## config.mk

```make
export PLATFORM = sky130hd
export DESIGN_NAME = html_tag_lexer
export DESIGN_NICKNAME = d
export VERILOG_FILES = /design/src/hdl/htl_pkg.sv /design/src/hdl/htl_front.sv /design/src/hdl/htl_back.sv /design/src/hdl/html_tag_lexer.sv
export SDC_FILE = /design/constraint.sdc
export NUM_CORES = 1
export LEC_CHECK = 0
export BUFFER_PORTS_ARGS = -buffer_cell sky130_fd_sc_hd__buf_2
export CAP_MARGIN = 0
export CORE_ASPECT_RATIO = 0.6
export CORE_MARGIN = 8
export CORE_UTILIZATION = 50
export DETAILED_ROUTE_END_ITERATION = 6
export PLACE_DENSITY = 0.69
export SYNTH_ARGS = -nofsm -noshare
export SYNTH_HDL_FRONTEND = slang
export SYNTH_SLANG_ARGS = --single-unit
```

## constraint.sdc

```tcl
create_clock -name clock -period 13.25 [get_ports clock]
set_input_delay 0.6625 -clock clock [delete_from_list [all_inputs] [get_ports clock]]
set_output_delay 0.6625 -clock clock [all_outputs]
set_load 0.01 [all_outputs]
```

## src/hdl/htl_pkg.sv

```systemverilog
// htl_pkg: token kinds, lexer modes, error codes and the keyword rom for the html tag lexer
// no dependencies
`default_nettype none
package htl_pkg;

   localparam int ROM_SIZE  = 120;
   localparam int ROM_CHARS = 15;

   localparam logic [3:0] K_EOF   = 4'd0;
   localparam logic [3:0] K_LT    = 4'd1;
   localparam logic [3:0] K_GT    = 4'd2;
   localparam logic [3:0] K_EQ    = 4'd3;
   localparam logic [3:0] K_SLASH = 4'd4;
   localparam logic [3:0] K_SCHAR = 4'd5;
   localparam logic [3:0] K_SEND  = 4'd6;
   localparam logic [3:0] K_KW    = 4'd7;
   localparam logic [3:0] K_CHAR  = 4'd8;
   localparam logic [3:0] K_ERR   = 4'd9;

   localparam logic [2:0] M_NORMAL   = 3'd0;
   localparam logic [2:0] M_AFTER_LT = 3'd1;
   localparam logic [2:0] M_WORD     = 3'd2;
   localparam logic [2:0] M_STRING   = 3'd3;
   localparam logic [2:0] M_CMT0     = 3'd4;
   localparam logic [2:0] M_CMT1     = 3'd5;
   localparam logic [2:0] M_CMT2     = 3'd6;
   localparam logic [2:0] M_HALT     = 3'd7;

   localparam logic [1:0] E_NONE    = 2'd0;
   localparam logic [1:0] E_STRING  = 2'd1;
   localparam logic [1:0] E_WORD    = 2'd2;
   localparam logic [1:0] E_COMMENT = 2'd3;

   localparam logic [7:0] CH_LT    = 8'h3c;
   localparam logic [7:0] CH_GT    = 8'h3e;
   localparam logic [7:0] CH_EQ    = 8'h3d;
   localparam logic [7:0] CH_QUOTE = 8'h22;
   localparam logic [7:0] CH_SLASH = 8'h2f;
   localparam logic [7:0] CH_BANG  = 8'h21;
   localparam logic [7:0] CH_DASH  = 8'h2d;

   typedef struct packed {
      logic [3:0] kind;
      logic [7:0] ch;
      logic [6:0] kw;
      logic [1:0] ec;
      logic       last;
   } token_type;

   // word end request from front to back: the word plus up to two plain tokens
   typedef struct packed {
      logic                     has_word;
      logic [ROM_CHARS*8-1:0]   word;      // byte 0 in low bits, zero padded
      logic                     word_bad;  // too long or empty
      logic [1:0]               n_after;   // tokens after the word (or only tokens)
      token_type                t0;
      token_type                t1;
      logic                     drop_t_on_miss;
   } job_type;

   function automatic logic [ROM_CHARS*8-1:0] kw_pack(input string s);
      logic [ROM_CHARS*8-1:0] v;
      v = '0;
      for (int i = 0; i < ROM_CHARS; i++)
         if (i < s.len())
            v[i*8 +: 8] = s[i];
      return v;
   endfunction

   function automatic logic [ROM_CHARS*8-1:0] kw_rom(input int idx);
      logic [ROM_CHARS*8-1:0] v;
      v = '0;
      case (idx)
         0: v = kw_pack("download");    1: v = kw_pack("hreflang");
         2: v = kw_pack("media");       3: v = kw_pack("ping");
         4: v = kw_pack("referrerpolicy"); 5: v = kw_pack("rel");
         6: v = kw_pack("target");      7: v = kw_pack("type");
         8: v = kw_pack("xmlns");       9: v = kw_pack("accesskey");
         10: v = kw_pack("lang");       11: v = kw_pack("autocapitalize");
         12: v = kw_pack("href");       13: v = kw_pack("abbr");
         14: v = kw_pack("a");          15: v = kw_pack("body");
         16: v = kw_pack("bold");       17: v = kw_pack("div");
         18: v = kw_pack("html");       19: v = kw_pack("p");
         20: v = kw_pack("table");      21: v = kw_pack("area");
         22: v = kw_pack("article");    23: v = kw_pack("aside");
         24: v = kw_pack("audio");      25: v = kw_pack("b");
         26: v = kw_pack("base");       27: v = kw_pack("bdi");
         28: v = kw_pack("bdo");        29: v = kw_pack("blockquote");
         30: v = kw_pack("br");         31: v = kw_pack("button");
         32: v = kw_pack("canvas");     33: v = kw_pack("caption");
         34: v = kw_pack("cite");       35: v = kw_pack("code");
         36: v = kw_pack("col");        37: v = kw_pack("colgroup");
         38: v = kw_pack("data");       39: v = kw_pack("datalist");
         40: v = kw_pack("dd");         41: v = kw_pack("del");
         42: v = kw_pack("details");    43: v = kw_pack("dfn");
         44: v = kw_pack("dialog");     45: v = kw_pack("dl");
         46: v = kw_pack("dt");         47: v = kw_pack("em");
         48: v = kw_pack("embed");      49: v = kw_pack("fieldset");
         50: v = kw_pack("figcaption"); 51: v = kw_pack("figure");
         52: v = kw_pack("footer");     53: v = kw_pack("form");
         54: v = kw_pack("h1");         55: v = kw_pack("head");
         56: v = kw_pack("header");     57: v = kw_pack("hgroup");
         58: v = kw_pack("hr");         59: v = kw_pack("i");
         60: v = kw_pack("iframe");     61: v = kw_pack("img");
         62: v = kw_pack("input");      63: v = kw_pack("ins");
         64: v = kw_pack("kbd");        65: v = kw_pack("label");
         66: v = kw_pack("legend");     67: v = kw_pack("li");
         68: v = kw_pack("link");       69: v = kw_pack("main");
         70: v = kw_pack("map");        71: v = kw_pack("mark");
         72: v = kw_pack("menu");       73: v = kw_pack("meta");
         74: v = kw_pack("meter");      75: v = kw_pack("nav");
         76: v = kw_pack("noscript");   77: v = kw_pack("object");
         78: v = kw_pack("ol");         79: v = kw_pack("optgroup");
         80: v = kw_pack("option");     81: v = kw_pack("output");
         82: v = kw_pack("picture");    83: v = kw_pack("pre");
         84: v = kw_pack("progress");   85: v = kw_pack("q");
         86: v = kw_pack("rp");         87: v = kw_pack("rt");
         88: v = kw_pack("ruby");       89: v = kw_pack("s");
         90: v = kw_pack("samp");       91: v = kw_pack("script");
         92: v = kw_pack("search");     93: v = kw_pack("section");
         94: v = kw_pack("select");     95: v = kw_pack("slot");
         96: v = kw_pack("small");      97: v = kw_pack("source");
         98: v = kw_pack("span");       99: v = kw_pack("strong");
         100: v = kw_pack("style");     101: v = kw_pack("sub");
         102: v = kw_pack("summary");   103: v = kw_pack("sup");
         104: v = kw_pack("tbody");     105: v = kw_pack("td");
         106: v = kw_pack("template");  107: v = kw_pack("textarea");
         108: v = kw_pack("tfoot");     109: v = kw_pack("th");
         110: v = kw_pack("thead");     111: v = kw_pack("time");
         112: v = kw_pack("title");     113: v = kw_pack("tr");
         114: v = kw_pack("track");     115: v = kw_pack("u");
         116: v = kw_pack("ul");        117: v = kw_pack("var");
         118: v = kw_pack("video");     119: v = kw_pack("wbr");
         default: v = '0;
      endcase
      return v;
   endfunction

endpackage
`default_nettype wire

```

## src/hdl/htl_front.sv

```systemverilog
// htl_front: byte classifier and lexer mode machine; collects words and builds jobs
// depends on htl_pkg
`default_nettype none
module htl_front
   import htl_pkg::*;
#(
   parameter int MAX_WORD_LEN = 14
) (
   input  wire logic       clock,
   input  wire logic       reset,
   input  wire logic       in_valid,
   input  wire logic [7:0] in_byte,
   input  wire logic       in_end,
   output logic            in_ready,
   output logic            job_valid,
   output job_type         job,
   input  wire logic       job_ready,
   input  wire logic       halt
);

   localparam int LW = $clog2(MAX_WORD_LEN + 1);
   localparam int IW = (MAX_WORD_LEN > 1) ? $clog2(MAX_WORD_LEN) : 1;

   logic [2:0]    mode_ff, mode_in;
   logic          tag_ff, tag_in;
   logic [LW-1:0] len_ff, len_in;
   logic          long_ff, long_in;
   logic [7:0]    chars_ff [MAX_WORD_LEN];
   logic          wr_en;
   logic [IW-1:0] wr_idx;
   logic [7:0]    wr_data;

   logic [1:0] ntok;
   token_type  t0, t1;
   logic       fire, emit_word;

   function automatic token_type mk(input logic [3:0] k, input logic [7:0] c,
                                    input logic [1:0] e);
      token_type t;
      t = '{kind: k, ch: c, kw: 7'd0, ec: e, last: 1'b0};
      return t;
   endfunction

   function automatic logic is_space(input logic [7:0] c);
      return c == 8'd32 || (c >= 8'd9 && c <= 8'd13);
   endfunction

   function automatic logic is_letter(input logic [7:0] c);
      return (c >= 8'd65 && c <= 8'd90) || (c >= 8'd97 && c <= 8'd122);
   endfunction

   assign in_ready = job_ready;
   assign fire     = in_valid && in_ready;

   // halt from the back end arrives after the error job; later items give nothing
   always_comb begin
      logic [2:0] fm;
      logic       ft;
      logic       fresh;
      logic [7:0] c;
      mode_in   = mode_ff;
      tag_in    = tag_ff;
      len_in    = len_ff;
      long_in   = long_ff;
      wr_en     = 1'b0;
      wr_idx    = '0;
      wr_data   = in_byte;
      ntok      = 2'd0;
      t0        = mk(K_EOF, 8'd0, E_NONE);
      t1        = mk(K_EOF, 8'd0, E_NONE);
      emit_word = 1'b0;
      fresh     = 1'b0;
      fm        = M_NORMAL;
      ft        = tag_ff;
      c         = in_byte;
      if (in_end) begin
         case (mode_ff)
            M_HALT: ;
            M_AFTER_LT: begin
               ntok = 2'd2; t0 = mk(K_LT, 8'd0, E_NONE); t1 = mk(K_EOF, 8'd0, E_NONE);
               mode_in = M_NORMAL; tag_in = 1'b0;
            end
            M_WORD: begin
               emit_word = 1'b1; ntok = 2'd1; t0 = mk(K_EOF, 8'd0, E_NONE);
               mode_in = M_NORMAL; tag_in = 1'b0;
            end
            M_STRING: begin
               ntok = 2'd1; t0 = mk(K_ERR, 8'd0, E_STRING); mode_in = M_HALT;
            end
            M_CMT0, M_CMT1, M_CMT2: begin
               ntok = 2'd1; t0 = mk(K_ERR, 8'd0, E_COMMENT); mode_in = M_HALT;
            end
            default: begin
               ntok = 2'd1; t0 = mk(K_EOF, 8'd0, E_NONE);
               mode_in = M_NORMAL; tag_in = 1'b0;
            end
         endcase
      end else begin
         case (mode_ff)
            M_HALT: ;
            M_AFTER_LT: begin
               if (c == CH_BANG) begin
                  mode_in = M_CMT0;
               end else begin
                  ntok = 2'd1; t0 = mk(K_LT, 8'd0, E_NONE);
                  fresh = 1'b1; ft = 1'b1;
               end
            end
            M_WORD: begin
               if (is_letter(c)) begin
                  if (len_ff < LW'(MAX_WORD_LEN)) begin
                     wr_en = 1'b1; wr_idx = IW'(len_ff); len_in = len_ff + 1'b1;
                  end else begin
                     long_in = 1'b1;
                  end
               end else begin
                  emit_word = 1'b1; fresh = 1'b1;
               end
            end
            M_STRING: begin
               ntok = 2'd1;
               if (c == CH_QUOTE) begin
                  t0 = mk(K_SEND, 8'd0, E_NONE); mode_in = M_NORMAL;
               end else begin
                  t0 = mk(K_SCHAR, c, E_NONE);
               end
            end
            M_CMT0: if (c == CH_DASH) mode_in = M_CMT1;
            M_CMT1: mode_in = (c == CH_DASH) ? M_CMT2 : M_CMT0;
            M_CMT2: mode_in = (c == CH_GT) ? M_NORMAL : M_CMT0;
            default: fresh = 1'b1;
         endcase
         if (fresh) begin
            tag_in = ft;
            fm     = M_NORMAL;
            if (ft && is_space(c)) begin
               fm = M_NORMAL;
            end else if (c == CH_LT) begin
               fm = M_AFTER_LT;
            end else if (c == CH_GT) begin
               t1 = mk(K_GT, 8'd0, E_NONE); ntok = ntok + 1'b1; tag_in = 1'b0;
            end else if (c == CH_EQ) begin
               t1 = mk(K_EQ, 8'd0, E_NONE); ntok = ntok + 1'b1;
            end else if (c == CH_SLASH) begin
               t1 = mk(K_SLASH, 8'd0, E_NONE); ntok = ntok + 1'b1;
            end else if (c == CH_QUOTE) begin
               fm = M_STRING;
            end else if (ft && is_letter(c)) begin
               fm = M_WORD; wr_en = 1'b1; wr_idx = '0;
               len_in = LW'(1); long_in = 1'b0;
            end else begin
               t1 = mk(K_CHAR, c, E_NONE); ntok = ntok + 1'b1;
            end
            if (ntok == 2'd1 && mode_ff != M_AFTER_LT) t0 = t1;
            mode_in = fm;
         end
      end
   end

   always_comb begin
      job = '0;
      job.has_word       = emit_word;
      job.word_bad       = long_ff || (len_ff == '0);
      job.n_after        = ntok;
      job.t0             = t0;
      job.t1             = t1;
      job.drop_t_on_miss = 1'b1;
      for (int i = 0; i < MAX_WORD_LEN && i < ROM_CHARS; i++)
         if (LW'(i) < len_ff)
            job.word[i*8 +: 8] = chars_ff[i];
      if (MAX_WORD_LEN >= ROM_CHARS && len_ff >= LW'(ROM_CHARS))
         job.word_bad = 1'b1;
   end

   assign job_valid = fire && !halt && (emit_word || ntok != 2'd0);

   always_ff @(posedge clock) begin
      if (reset) begin
         mode_ff <= M_NORMAL;
         tag_ff  <= 1'b0;
         len_ff  <= '0;
         long_ff <= 1'b0;
      end else if (fire && !halt) begin
         mode_ff <= (emit_word && !in_end && mode_in == M_NORMAL) ? M_NORMAL : mode_in;
         tag_ff  <= tag_in;
         len_ff  <= len_in;
         long_ff <= long_in;
      end
      if (fire && !halt && wr_en)
         chars_ff[wr_idx] <= wr_data;
   end

`ifndef NO_ASSERTIONS
   a_len_bound: assert property (@(posedge clock) disable iff (reset)
      len_ff <= LW'(MAX_WORD_LEN)) else $error("word length past limit");
   a_job_fire: assert property (@(posedge clock) disable iff (reset)
      job_valid |-> fire) else $error("job without accepted item");
   a_word_mode: assert property (@(posedge clock) disable iff (reset)
      (job_valid && job.has_word) |-> mode_ff == M_WORD)
      else $error("word job outside word mode");
`endif

endmodule
`default_nettype wire

```

## src/hdl/htl_back.sv

```systemverilog
// htl_back: job queue, keyword rom match and token output queue
// depends on htl_pkg
`default_nettype none
module htl_back
   import htl_pkg::*;
#(
   parameter int KEYWORD_COUNT = 120
) (
   input  wire logic clock,
   input  wire logic reset,
   input  wire logic job_valid,
   input  job_type   job,
   output logic      job_ready,
   output logic      halt,
   output logic      out_valid,
   output token_type out_tok,
   input  wire logic out_pop
);

   localparam int NKW = (KEYWORD_COUNT < ROM_SIZE) ? KEYWORD_COUNT : ROM_SIZE;
   localparam int QD  = 4;

   // job queue between front and match stage
   job_type    jq_ff [2];
   logic [1:0] jcnt_ff;
   logic       jrd_ff, jwr_ff;

   // token queue: each slot holds one token
   token_type  tq_ff [QD];
   logic [1:0] trd_ff, twr_ff;
   logic [2:0] tcnt_ff;

   logic       halt_ff;
   job_type    hj;
   logic       take;
   logic       miss;
   logic       hit;
   logic [6:0] hit_idx;
   token_type  o0, o1, o2;
   logic [1:0] nout;
   logic       pop;

   assign hj = jq_ff[jrd_ff];

   always_comb begin
      hit     = 1'b0;
      hit_idx = '0;
      for (int i = NKW - 1; i >= 0; i--)
         if (kw_rom(i) == hj.word) begin
            hit = 1'b1; hit_idx = 7'(i);
         end
      if (hj.word_bad) hit = 1'b0;
   end

   always_comb begin
      token_type kt;
      kt   = '{kind: K_KW, ch: 8'd0, kw: hit_idx, ec: E_NONE, last: 1'b0};
      o0   = hj.t0; o1 = hj.t1; o2 = hj.t1;
      nout = hj.n_after;
      if (hj.has_word) begin
         if (hit) begin
            o0   = kt; o1 = hj.t0;
            nout = hj.n_after + 2'd1;
         end else begin
            o0   = '{kind: K_ERR, ch: 8'd0, kw: 7'd0, ec: E_WORD, last: 1'b0};
            nout = 2'd1;
         end
      end
      if (nout == 2'd1) o0.last = 1'b1;
      else o1.last = 1'b1;
   end

   assign pop       = out_pop && out_valid;
   assign take      = (jcnt_ff != 2'd0) && (tcnt_ff <= 3'(QD - 2));
   assign miss      = take && hj.has_word && !hit;
   assign job_ready = (jcnt_ff != 2'd2) && !halt_ff;
   assign halt      = halt_ff;
   assign out_valid = tcnt_ff != 3'd0;
   assign out_tok   = tq_ff[trd_ff];

   always_ff @(posedge clock) begin
      if (reset) begin
         jcnt_ff <= '0; jrd_ff <= 1'b0; jwr_ff <= 1'b0;
         trd_ff  <= '0; twr_ff <= '0;   tcnt_ff <= '0;
         halt_ff <= 1'b0;
      end else begin
         if (miss) begin
            // unknown word halts the lexer: jobs queued behind it are dropped
            jcnt_ff <= '0; jrd_ff <= 1'b0; jwr_ff <= 1'b0;
            halt_ff <= 1'b1;
         end else begin
            if (job_valid && job_ready) begin
               jwr_ff <= !jwr_ff;
               if (job.t0.kind == K_ERR && !job.has_word) halt_ff <= 1'b1;
            end
            if (take) jrd_ff <= !jrd_ff;
            jcnt_ff <= jcnt_ff + 2'(job_valid && job_ready) - 2'(take);
         end
         twr_ff  <= twr_ff + (take ? nout : 2'd0);
         trd_ff  <= trd_ff + 2'(pop);
         tcnt_ff <= tcnt_ff + (take ? 3'(nout) : 3'd0) - 3'(pop);
      end
      if (job_valid && job_ready) jq_ff[jwr_ff] <= job;
      if (take) begin
         tq_ff[twr_ff] <= o0;
         if (nout == 2'd2) tq_ff[twr_ff + 2'd1] <= o1;
      end
   end

`ifndef NO_ASSERTIONS
   a_tq_bound: assert property (@(posedge clock) disable iff (reset)
      tcnt_ff <= 3'(QD)) else $error("token queue overflow");
   a_jq_bound: assert property (@(posedge clock) disable iff (reset)
      jcnt_ff <= 2'd2) else $error("job queue overflow");
   a_halt_sticky: assert property (@(posedge clock) disable iff (reset)
      halt_ff |=> halt_ff) else $error("halt cleared without reset");
`endif

endmodule
`default_nettype wire

```

## src/hdl/html_tag_lexer.sv

```systemverilog
// html_tag_lexer: top level, joins the byte front end to the match and output back end
// depends on htl_pkg, htl_front, htl_back
//
// Usage: bytes (or an end mark) are pushed while full is low; tokens are
// popped while empty is low. Each byte gives zero, one or two tokens, the
// last flagged by rsp_last_of_run. One byte is taken per cycle while full is low.
// A token reaches the result ports through the job queue and then the token
// queue, and the held word is compared against every rom entry in parallel
// on its way into the token queue. A two-entry job queue and four-entry
// token queue decouple the ends; when the receiver stops popping, the token
// queue fills, then the job queue, and full rises. Reset clears all modes
// and queues. After an error token the block takes and drops every further
// item until reset.
`default_nettype none
module html_tag_lexer
   import htl_pkg::*;
#(
   parameter int MAX_WORD_LEN  = 14,
   parameter int KEYWORD_COUNT = 120
) (
   input  wire logic       clock,
   input  wire logic       reset,
   input  wire logic       push,
   output logic            full,
   input  wire logic [7:0] req_input_byte,
   input  wire logic       req_end_of_input,
   output logic            empty,
   input  wire logic       pop,
   output logic [3:0]      rsp_token_kind,
   output logic [7:0]      rsp_char_value,
   output logic [6:0]      rsp_keyword_index,
   output logic [1:0]      rsp_error_code,
   output logic            rsp_last_of_run
);

   job_type   job;
   logic      job_valid, job_ready, in_ready, halt, out_valid;
   token_type tok;

   htl_front #(.MAX_WORD_LEN(MAX_WORD_LEN)) u_front (
      .clock, .reset,
      .in_valid(push), .in_byte(req_input_byte), .in_end(req_end_of_input),
      .in_ready, .job_valid, .job, .job_ready, .halt
   );

   htl_back #(.KEYWORD_COUNT(KEYWORD_COUNT)) u_back (
      .clock, .reset, .job_valid, .job, .job_ready, .halt,
      .out_valid, .out_tok(tok), .out_pop(pop)
   );

   assign full              = !in_ready && !halt;
   assign empty             = !out_valid;
   assign rsp_token_kind    = tok.kind;
   assign rsp_char_value    = tok.ch;
   assign rsp_keyword_index = tok.kw;
   assign rsp_error_code    = tok.ec;
   assign rsp_last_of_run   = tok.last;

endmodule
`default_nettype wire

```

==> results by group <==
Synthesis
  – Number of synthesized flops with an enable pin: 484
  – FFs w/ async S/R, synth: 0
  – Sequential fraction of the synthesis area: 0.577
  – Cell Area, Synth: 0.0260 mm2
  – Gate count after technology mapping: 2191
  – Netlist cell types: 103
  – Mean Syn Cell Area: approximately 12 um2
  – Syn Nets: 2216
  – Flops & latches, synth: about 510
  – Post-synth top area share: 0.560
  – Cell accounting for the most synthesized area: edfxtp_1
  – Top post-synthesis cells by area: edfxtp_1 56%, nand2_1 2.5%, mux2i_1 2.5%
  – Top_reg_cell synth: edfxtp_1
  – Yosys warning count: 0

Clock tree
  – H-tree levels: 2
  – TritonCTS clock tree: built
  – Clk pin slew, worst setup/hold paths: around 0.070 ns
  – Total CTS buffers: 47
  – Hold buffer count at CTS: 0
  – # clock sinks: roughly 500
  – Setup bufs post-CTS: 0
  – Post-CTS Resized: 0
  – Clock Path Buffers: 3
  – Root buffer cell: clkbuf_16
  – Clock Latency Late Sink: 0.60 ns

Critical path
  – Worst Path Required: 13.71 ns
  – Setup crit end kind: flop
  – Max FO, Critical Path: approximately 200
  – Crit path arrival time: 8.88 ns
  – RR Endpoint: u_back.tcnt_ff[2]
  – Setup CP Type: reg -> reg
  – CP startpoint kind: flop
  – Reg2reg setup slack: 4.83 ns
  – Worst r2r path cells: 18

Timing
  – Setup Total Neg Slack: 0 ns
  – Max_slew headroom: 0.0768
  – Final Cycle Share: 0.635
  – RSZ-0062 raised after global routing: false
  – Max Fclk: 119 MHz
  – Fin. Hold Viols: 0
  – Final clock skew: 0.0505 ns
  – Slew @ Worst Pin: 1.35 ns
  – Fin crit period: 8.42 ns
  – Pins over their slew limit: 0
  – Setup Viol. Count Final: 0

Placed design
  – GP Congestion: 1.09
  – Placed Cells: 2874
  – DP HPWL: between 70 and 80 mm
  – PortBufs: 36
  – Placed inst area: 0.0269 mm2

Global routing
  – Total GRT Usage: 0.325
  – Grt ovf: 0
  – Largest net degree at the start of global routing: 196
  – Initial antenna violation count: 4
  – First-pass GRT wire length: 140 mm
  – Vias in the first global route: 19300

Cells and area
  – Layout cell share with drive strength beyond 1: 0.114
  – Leading cell type in the layout, fill and taps excluded: edfxtp_1
  – Commonest non-fill, non-tap cells in the layout: 484 x edfxtp_1, 176 x nand2_1, 150 x nor2_1, 106 x nand3_1, 82 x and2_1
  – Finished Layout Cells: 2962
  – Final instance area: 0.0284 mm2
  – Net count, final: 2255
  – Area growth, synth to finish: 9.42%

Detailed routing
  – Starting DRT DRC Count: 3521
  – Routed Antenna Nets: 0
  – Avg WL per Cell: 33.4 um
  – Via Count: 20600
  – Final wirelength: 98.8 mm
  – Vias per std cell: 6.95
  – # DRC: 0
  – 1st-pass router iterations: 7

Pwr
  – Peak supply drop: 0.000158 V
  – Leak: 0.00935 uW
  – PD cells: 168 mW/mm2

Floorplan
  – Top-level I/O count: 37
  – Die W: 310 um
  – Cell Rows: 64
  – Die Area: 0.0597 mm2
  – Area of the core: approximately 0.05 mm2
  – Die height: approximately 190 um
  – Starting Density: 0.508

Worst hold path
  – Worst Min Path Start: reset
  – Worst Hold End: u_front.tag_ff
  – WHS Path Cells: 2
  – Worst hold path type: in -> reg

Run
  – Maxcap violations: 0

Outcome
  – Status: completed
## power breakdown
group          leakage, uW  switching, uW  internal, uW
Clock             0.000726            597           746
Sequential         0.00468            140          2040
Combinational      0.00395            862           392
## cells by family after synthesis
family,Yosys count,synth area share
mux,103,0.0511
compound gates,340,0.0991
xor+xnor,12,0.00405
flops,506,0.577
fa+ha+maj,12,0.00607
simple gates,1083,0.238
buf+inv,135,0.0250
## cells in the mapped netlist (14+ instances only)
| cell type | number |
|---|---|
| a21oi_1 | 62 |
| a22oi_1 | 37 |
| a32oi_1 | 15 |
| and2_1 | 83 |
| and3_1 | 48 |
| buf_2 | 23 |
| clkbuf_1 | 42 |
| dfxtp_1 | 22 |
| edfxtp_1 | 484 |
| inv_1 | 45 |
| mux2_2 | 16 |
| mux2i_1 | 65 |
| mux4_2 | 22 |
| nand2_1 | 176 |
| nand3_1 | 106 |
| nand3b_1 | 45 |
| nand4_1 | 56 |
| nor2_1 | 150 |
| nor2b_1 | 74 |
| nor3_1 | 69 |
| nor3b_1 | 21 |
| nor4_1 | 58 |
| o21ai_0 | 37 |
| o221ai_1 | 14 |
| or3_1 | 39 |
| or3b_2 | 32 |
| or4_1 | 27 |
## per-layer routing
| metal | vias up | GRT usage | wire length (um) |
|---|---|---|---|
| met5 | - | 0 | 20 |
| met4 | 2 | 0.0615 | 1920 |
| met3 | 129 | 0.133 | 15300 |
| met2 | 1482 | 0.396 | 35400 |
| met1 | 10300 | 0.524 | 46200 |
| li1 | 8710 | - | - |
## worst max path at each step
| stage | start | to | slack (ns) | depth (start not counted) |
|---|---|---|---|---|
| after floorplan | req_input_byte[4] | u_back.jq_ff[0][100] | 3.39 | 14 |
| after global placement | flop | u_back.tcnt_ff[2] | 5.39 | 18 |
| after detailed placement | flop | u_back.tcnt_ff[2] | 5.38 | 18 |
| after CTS | flop | u_back.tcnt_ff[2] | 5.33 | 18 |
| after global routing | flop | u_back.tcnt_ff[2] | 4.68 | 18 |
| final | flop | u_back.tcnt_ff[2] | 4.83 | 18 |
## layout make-up
| cell class | count | area, um2 |
|---|---|---|
| Antenna cell | 2 | 5.00 |
| Fill cell | 4322 | 22700 |
| Clock buffer | 58 | 1240 |
| Tap cell | 693 | 867 |
| Sequential cell | 506 | 15000 |
| Inverter | 47 | 176 |
| Clock inverter | 28 | 270 |
| Multi-Input combinational cell | 1550 | 10400 |
| Timing Repair Buffer | 78 | 508 |
## critical path, cell delays in order, from the launching register on
cell,delay (ns)
dfxtp_4,0.85
buf_12,0.49
or3b_2,0.55
a22oi_1,1.00
nand3_1,0.38
nor4_1,1.02
nand3_1,0.45
o41a_1,0.26
o2111ai_1,0.21
or4b_4,0.23
nor3_4,0.05
buf_4,0.21
nor2_1,0.89
a21oi_1,0.30
ha_1,0.31
fa_1,0.43
xor2_1,0.21
xnor2_1,0.15
nor2_1,0.06
## metrics by stage
stage	setup WS, ns	hold slack, ns	total power (uW)	utilization
finish	4.83	0.473	4780	0.556
global route	4.68	0.482	4950	0.556
CTS	5.33	0.456	4750	0.556
detailed placement	5.38	0.491	3420	0.526
global placement	5.39	0.482	3380	0.526
floorplan	3.39	0.429	3010	-
## sequential cells by signal (all words and copies together), names as in the netlist, named ones only
register / count
u_back.jq_ff: 284
u_front.chars_ff: 112
u_back.tq_ff: 88
u_front.len_ff: 4
u_back.tcnt_ff: 3
u_front.mode_ff: 3
u_back.jcnt_ff: 2
u_back.trd_ff: 2
u_back.twr_ff: 2
u_back.halt: 1
u_back.jrd_ff: 1
u_back.jwr_ff: 1
u_front.long_ff: 1
u_front.tag_ff: 1
(Power assumes the default switching activity.)
